## config.mk

```make
export PLATFORM = sky130hd
export DESIGN_NAME = cfns_setup
export DESIGN_NICKNAME = d
export VERILOG_FILES = /design/src/hdl/cfns_pkg.sv /design/src/hdl/cfns_setup.sv
export SDC_FILE = /design/constraint.sdc
export NUM_CORES = 1
export LEC_CHECK = 0
export BUFFER_PORTS_ARGS = -buffer_cell sky130_fd_sc_hd__buf_2
export CORE_UTILIZATION = 55
export DETAILED_ROUTE_END_ITERATION = 8
export GPL_ROUTABILITY_DRIVEN = 0
export GPL_TIMING_DRIVEN = 0
export PLACE_DENSITY = 0.75
export SLEW_MARGIN = 25
export SYNTH_ARGS = -nofsm -noshare
export SYNTH_HDL_FRONTEND = slang
export SYNTH_SLANG_ARGS = --single-unit
export TNS_END_PERCENT = 100
```

## constraint.sdc

```tcl
create_clock -name clk_i -period 11.9 [get_ports clk_i]
set_input_delay 0.595 -clock clk_i [delete_from_list [all_inputs] [get_ports clk_i]]
set_output_delay 0.595 -clock clk_i [all_outputs]
set_load 0.01 [all_outputs]
```

## src/hdl/cfns_pkg.sv

```systemverilog
`timescale 1ns / 1ps
// ----------------------------------------------------------------------------
// cfns_pkg
// Shared types and constants of the cover-fit nearest-neighbor scaler.
// ----------------------------------------------------------------------------
package cfns_pkg;

  // Limits of the effective dimensions.
  localparam int unsigned MAX_SRC_W   = 256;
  localparam int unsigned MAX_SRC_H   = 256;
  localparam int unsigned MAX_DST_DIM = 4096;

  // Field and register widths.
  localparam int unsigned SRC_DIM_W  = 9;
  localparam int unsigned DST_DIM_W  = 13;
  localparam int unsigned COORD_W    = 12;
  localparam int unsigned CHAN_W     = 8;
  localparam int unsigned RGB_W      = 3 * CHAN_W;
  localparam int unsigned STORE_AW   = 16;
  localparam int unsigned STORE_DEPTH = 1 << STORE_AW;
  localparam int unsigned OUT_OFF_W  = 24;
  localparam int unsigned ARGB_W     = 32;
  localparam int unsigned CFG_IDX_W  = 3;
  localparam int unsigned CFG_DATA_W = DST_DIM_W;

  // Crop setup widths: product of a target and a source dimension, the
  // scaled size, half of the overhang, and the per-pixel dividend.
  localparam int unsigned PROD_W = DST_DIM_W + SRC_DIM_W;
  localparam int unsigned SDIM_W = $clog2(MAX_DST_DIM * MAX_SRC_W) + 1;
  localparam int unsigned OFF_W  = SDIM_W - 1;
  localparam int unsigned NUM_W  = SDIM_W + SRC_DIM_W;
  localparam int unsigned QW     = $clog2((MAX_SRC_W > MAX_SRC_H) ? MAX_SRC_W : MAX_SRC_H);
  localparam int unsigned CNT_W  = $clog2(PROD_W);

  localparam logic [ARGB_W-1:0] ALPHA_OPAQUE = 32'hFF00_0000;

  // Register indexes.
  localparam logic [CFG_IDX_W-1:0] REG_SRC_WIDTH  = 3'd0;
  localparam logic [CFG_IDX_W-1:0] REG_SRC_HEIGHT = 3'd1;
  localparam logic [CFG_IDX_W-1:0] REG_DST_WIDTH  = 3'd2;
  localparam logic [CFG_IDX_W-1:0] REG_DST_HEIGHT = 3'd3;
  localparam logic [CFG_IDX_W-1:0] REG_DST_STRIDE = 3'd4;

  // Register values after reset.
  localparam logic [SRC_DIM_W-1:0] RST_SRC_WIDTH  = 9'd256;
  localparam logic [SRC_DIM_W-1:0] RST_SRC_HEIGHT = 9'd256;
  localparam logic [DST_DIM_W-1:0] RST_DST_WIDTH  = 13'd1024;
  localparam logic [DST_DIM_W-1:0] RST_DST_HEIGHT = 13'd768;
  localparam logic [DST_DIM_W-1:0] RST_DST_STRIDE = 13'd1024;

  // Word kinds.
  localparam logic KIND_LOAD   = 1'b0;
  localparam logic KIND_RENDER = 1'b1;

  typedef struct packed {
    logic                 kind;
    logic [STORE_AW-1:0]  pixel_index;
    logic [CHAN_W-1:0]    red;
    logic [CHAN_W-1:0]    green;
    logic [CHAN_W-1:0]    blue;
    logic [COORD_W-1:0]   dest_x;
    logic [COORD_W-1:0]   dest_y;
  } in_word_t;

  typedef struct packed {
    logic [OUT_OFF_W-1:0] dest_offset;
    logic [ARGB_W-1:0]    pixel_argb;
  } out_word_t;

  // Crop geometry handed from the setup unit to the pixel pipeline.
  typedef struct packed {
    logic [SRC_DIM_W-1:0] iw;
    logic [SRC_DIM_W-1:0] ih;
    logic [DST_DIM_W-1:0] cw;
    logic [DST_DIM_W-1:0] ch;
    logic [DST_DIM_W-1:0] stride;
    logic [SDIM_W-1:0]    sw;
    logic [SDIM_W-1:0]    sh;
    logic [OFF_W-1:0]     oxm;
    logic [OFF_W-1:0]     oym;
    logic                 draw_ok;
    logic                 ready;
  } crop_t;

  typedef enum logic [2:0] {
    SU_MUL,
    SU_CMP,
    SU_DIV,
    SU_FIN,
    SU_RUN
  } setup_state_e;

endpackage

```

## src/hdl/cfns_setup.sv

```systemverilog
`timescale 1ns / 1ps
// ----------------------------------------------------------------------------
// cfns_setup
// Configuration registers and the crop setup: scaled size along the long
// axis by a serial divider, and the centering offset of the overhang.
// ----------------------------------------------------------------------------
module cfns_setup
  import cfns_pkg::*;
(
  input  logic                  clk_i,
  input  logic                  rst_ni,
  input  logic                  cfg_we_i,
  input  logic [CFG_IDX_W-1:0]  cfg_index_i,
  input  logic [CFG_DATA_W-1:0] cfg_data_i,
  output crop_t                 crop_o
);

  logic [SRC_DIM_W-1:0] src_w_q, src_h_q;
  logic [DST_DIM_W-1:0] dst_w_q, dst_h_q, stride_q;

  setup_state_e state_q, state_d;
  logic [PROD_W-1:0]    p1_q, p1_d, p2_q, p2_d, dq_q, dq_d;
  logic [SRC_DIM_W-1:0] rem_q, rem_d;
  logic [CNT_W-1:0]     cnt_q, cnt_d;
  logic                 fit_h_q, fit_h_d;
  logic [SDIM_W-1:0]    sw_q, sw_d, sh_q, sh_d;
  logic [OFF_W-1:0]     oxm_q, oxm_d, oym_q, oym_d;

  logic [SRC_DIM_W-1:0] iw, ih, dvs;
  logic [DST_DIM_W-1:0] cw, ch;
  logic [SRC_DIM_W:0]   rem_sh;
  logic [PROD_W-1:0]    over;

  // Saturated dimensions.
  assign iw = (src_w_q > SRC_DIM_W'(MAX_SRC_W)) ? SRC_DIM_W'(MAX_SRC_W) : src_w_q;
  assign ih = (src_h_q > SRC_DIM_W'(MAX_SRC_H)) ? SRC_DIM_W'(MAX_SRC_H) : src_h_q;
  assign cw = (dst_w_q > DST_DIM_W'(MAX_DST_DIM)) ? DST_DIM_W'(MAX_DST_DIM) : dst_w_q;
  assign ch = (dst_h_q > DST_DIM_W'(MAX_DST_DIM)) ? DST_DIM_W'(MAX_DST_DIM) : dst_h_q;

  // Configuration registers.
  always_ff @(posedge clk_i or negedge rst_ni) begin
    if (!rst_ni) begin
      src_w_q  <= RST_SRC_WIDTH;
      src_h_q  <= RST_SRC_HEIGHT;
      dst_w_q  <= RST_DST_WIDTH;
      dst_h_q  <= RST_DST_HEIGHT;
      stride_q <= RST_DST_STRIDE;
    end else if (cfg_we_i) begin
      unique case (cfg_index_i)
        REG_SRC_WIDTH:  src_w_q  <= cfg_data_i[SRC_DIM_W-1:0];
        REG_SRC_HEIGHT: src_h_q  <= cfg_data_i[SRC_DIM_W-1:0];
        REG_DST_WIDTH:  dst_w_q  <= cfg_data_i;
        REG_DST_HEIGHT: dst_h_q  <= cfg_data_i;
        REG_DST_STRIDE: stride_q <= cfg_data_i;
        default: ;
      endcase
    end
  end

  // State register.
  always_ff @(posedge clk_i or negedge rst_ni) begin
    if (!rst_ni) begin
      state_q <= SU_MUL;
    end else begin
      state_q <= state_d;
    end
  end

  // Datapath registers of the setup.
  always_ff @(posedge clk_i) begin
    p1_q    <= p1_d;
    p2_q    <= p2_d;
    dq_q    <= dq_d;
    rem_q   <= rem_d;
    cnt_q   <= cnt_d;
    fit_h_q <= fit_h_d;
    sw_q    <= sw_d;
    sh_q    <= sh_d;
    oxm_q   <= oxm_d;
    oym_q   <= oym_d;
  end

  // The scaled image fills the height when the target is relatively taller.
  assign dvs    = fit_h_q ? ih : iw;
  assign rem_sh = {rem_q, dq_q[PROD_W-1]};
  assign over   = dq_q - (fit_h_q ? PROD_W'(cw) : PROD_W'(ch));

  // Next state and datapath values.
  always_comb begin
    state_d = state_q;
    p1_d    = p1_q;
    p2_d    = p2_q;
    dq_d    = dq_q;
    rem_d   = rem_q;
    cnt_d   = cnt_q;
    fit_h_d = fit_h_q;
    sw_d    = sw_q;
    sh_d    = sh_q;
    oxm_d   = oxm_q;
    oym_d   = oym_q;
    unique case (state_q)
      SU_MUL: begin
        p1_d    = PROD_W'(ch) * PROD_W'(iw);
        p2_d    = PROD_W'(cw) * PROD_W'(ih);
        state_d = SU_CMP;
      end
      SU_CMP: begin
        fit_h_d = (p1_q >= p2_q);
        dq_d    = (p1_q >= p2_q) ? p1_q : p2_q;
        rem_d   = '0;
        cnt_d   = CNT_W'(PROD_W - 1);
        state_d = SU_DIV;
      end
      SU_DIV: begin
        // One restoring step: the quotient bit shifts in from the right.
        if (rem_sh >= {1'b0, dvs}) begin
          rem_d = SRC_DIM_W'(rem_sh - {1'b0, dvs});
          dq_d  = {dq_q[PROD_W-2:0], 1'b1};
        end else begin
          rem_d = rem_sh[SRC_DIM_W-1:0];
          dq_d  = {dq_q[PROD_W-2:0], 1'b0};
        end
        if (cnt_q == '0) begin
          state_d = SU_FIN;
        end else begin
          cnt_d = cnt_q - 1'b1;
        end
      end
      SU_FIN: begin
        // The overhang is never negative, so halving it truncates toward zero.
        if (fit_h_q) begin
          sw_d  = dq_q[SDIM_W-1:0];
          sh_d  = SDIM_W'(ch);
          oxm_d = over[OFF_W:1];
          oym_d = '0;
        end else begin
          sw_d  = SDIM_W'(cw);
          sh_d  = dq_q[SDIM_W-1:0];
          oxm_d = '0;
          oym_d = over[OFF_W:1];
        end
        state_d = SU_RUN;
      end
      SU_RUN: begin
        state_d = SU_RUN;
      end
      default: begin
        state_d = SU_MUL;
      end
    endcase
    // Any register write starts the setup over.
    if (cfg_we_i) begin
      state_d = SU_MUL;
    end
  end

  // Geometry seen by the pixel pipeline.
  always_comb begin
    crop_o.iw      = iw;
    crop_o.ih      = ih;
    crop_o.cw      = cw;
    crop_o.ch      = ch;
    crop_o.stride  = stride_q;
    crop_o.sw      = sw_q;
    crop_o.sh      = sh_q;
    crop_o.oxm     = oxm_q;
    crop_o.oym     = oym_q;
    crop_o.draw_ok = (iw != '0) && (ih != '0) && (cw != '0) && (ch != '0);
    crop_o.ready   = (state_q == SU_RUN);
  end

endmodule

```

==> metrics.cfg <==
[logic_synthesis]
synth_area_leader_cell = edfxtp_1
synth_commonest_cells = inv_1, nand2_1, nor2_1
ys_ff_latch = 223
synthTopCellsByArea = edfxtp_1, fa_1, ha_1
avgSynthCellArea_um2 = 10.0
yosysUniqueCellTypes = 69
synth_area_mm2 = 0.0181
seq_area_frac_synth_pct = 35.4
syn-instance-count = 1803
synth.most_common_cell = inv_1
synth_ff_type = edfxtp_1
synth_edf_count = 163
ys_warn_count = 0
async_flop_share_pct = 26.9
syn-num-nets = 2108
synth_top_area_share_pct = 27.1

[clock_tree]
clk_latency_ps = 550
ctsRootBufferMaster = clkbuf_16
hold_buffers = 0
cts_tree = built
numClockSinks = 223
path_clk_slew_ps = 60
cts-resized-gates = 0
h-tree-depth = 1
postCtsSetupRepairBufs = 0
cts_buffers = 26
cts_max_path_buffers = 3

[timing]
fin_crit_ps = 6430
whs_ps = 139
setup-tns-final_ps = 0
tightest_slew_ps = 818
hold_violations = 0
worst_slack_ps = 5470
slew_headroom_pct = 45.5
slew_viol_final = 0
rsz0062_at_grt = no
clock_skew_ps = 20.2
finalSetupViolCount = 0
post-route-period-util_pct = 54.0
max_freq_mhz = 156

[global_route]
grt.total_usage_pct = 30.5
grt_pass1_vias = 14300
grt_max_degree = 61
grt_overflow = 0
grt_antenna_before_repair = 1
grt_pass1_wl_um = 77900

[routing]
dr.pass1.iters = 6
wl_per_cell_um = 20.4
drcViolationCount = 0
vias = 14200
vias_per_cell = 5.76
routed.top_layer = met5
wl_met3_um = 4510
drt-met1-wl_um = 19900
met2_length_um = 23100
ant_nets = 0
routed_wl_um = 50200
initialDrtViolationCount = 1511

[floorplan]
rows = 66
start_util_pct = 55.7
design.die.area_mm2 = 0.0336
die_w_um = 183
core-area_mm2 = 0.0325
pin_count = 160
dieHeight_um = 183

[critical_path]
required_ps = 12210
end_kind = flip-flop
critPathKind = flip-flop to flip-flop
r2r_setup_slack_ps = 5470
cp_max_fo = 10
worstPathArrival_ps = 6730
worst_setup_path_start_kind = flip-flop

[finish]
drive_gt1_share_pct = 15.4
fin_cells = 2459
utilization_pct = 63.1
nets = 2301
area_growth_pct = 13.3
final_area_mm2 = 0.0205

[place]
hpwl_um = 38900
place_inst = 2410
pre_cts_slack_ps = 5570
portBuffers = 159
placed_area_mm2 = 0.0195

[flow_run]
cap_violations = 0

[run_status]
status = finished, final reports clean

[power_and_ir_drop]
ir_drop_mv = 0.130
powerDensity_mw_per_mm2 = 235
p_total_mw = 4.81
power.leakage_nw = 9.47

[min_path]
hold_class = input pin to async pin

==> power breakdown <==
group,switching (mW),internal [mW]
Combinational,1.60,0.991
Sequential,0.171,1.16
Clock,0.347,0.545
Total,2.12,2.69
==> placed cells by master (no fill, tap or decap), types with 47 or more instances in the layout <==
cell / n
a21oi_1: 51
and2_1: 52
buf_2: 158
clkbuf_1: 56
dfrtp_1: 54
edfxtp_1: 163
fa_1: 158
ha_1: 128
inv_1: 268
mux2_2: 75
nand2_1: 205
nand2b_1: 47
nor2_1: 172
o21ai_0: 67
==> state kept, by name, indices dropped and copies added (netlist names), 3 cells and up <==
signal and flops:
p2_q 22, sh_q 21, cnt_q 5, p1_q 22, sw_q 21, oxm_q 20, rem_q 9, dst_h_q 13
state_q 3, src_w_q 9, dq_q 22, oym_q 20, stride_q 13, src_h_q 9, dst_w_q 13
==> cell families (layout without fill, tap and decap cells) <==
group / Yosys count / after routing / share of synthesized area [%]
other: 0 / 1 / 0
adder cells (fa/ha/maj): 286 / 286 / 26.4
buffers and inverters: 350 / 563 / 7.35
AO/OA/AOI/OAI: 199 / 199 / 6.91
flip-flops: 223 / 223 / 35.4
multiplexers: 104 / 104 / 6.28
AND/OR/NAND/NOR: 594 / 594 / 15.4
XOR/XNOR: 47 / 47 / 2.28
==> metal layers <==
layer	vias to the layer above	global-route usage (%)
li1	6297	-
met3	163	3.93
met5	-	0
met4	2	14.7
met1	6940	41.1
met2	774	48.9
==> worst max-delay path: stages (launching register included) <==
cell and delay [ps]:
dfstp_2 400, clkbuf_1 250, nand2b_1 390, inv_1 200
clkbuf_1 440, nand2_1 170, fa_1 550, inv_1 50
fa_1 490, inv_1 50, fa_1 470, fa_1 540
inv_1 40, ha_1 320, nand2_1 60, o21ai_0 420
o22ai_1 300, o21ai_0 320, o41a_1 240, nor4_1 80
nor4bb_1 410
==> layout make-up <==
type	instances	area (um^2)
fill	2594	12000
multi-input combinational	1230	10400
sequential	223	6400
inverter	288	1080
timing repair buffer	165	856
clock buffer	34	763
tap	442	553
buffer	62	248
clock inverter	14	209
antenna	1	2.50
==> path summary, 6_finish.rpt <==
path,startpoint,endpoint,cells past startpoint
hold / removal,rst_ni,stride_q[4]$_DFFE_PN0P_,1
min in group clk_i,cfg_data_i[9],stride_q[9]$_DFFE_PN0P_,2
setup reg to reg,src_w_q[8]$_DFFE_PN1P_,p1_q[21]$_DFFE_PP_,20
hold reg to reg,stride_q[6]$_DFFE_PN0P_,stride_q[6]$_DFFE_PN0P_,1
setup / recovery,src_w_q[8]$_DFFE_PN1P_,p1_q[21]$_DFFE_PP_,20
max in group asynchronous,rst_ni,src_w_q[3]$_DFFE_PN0P_,1
Note: power is estimated with default switching activity, not from simulation.
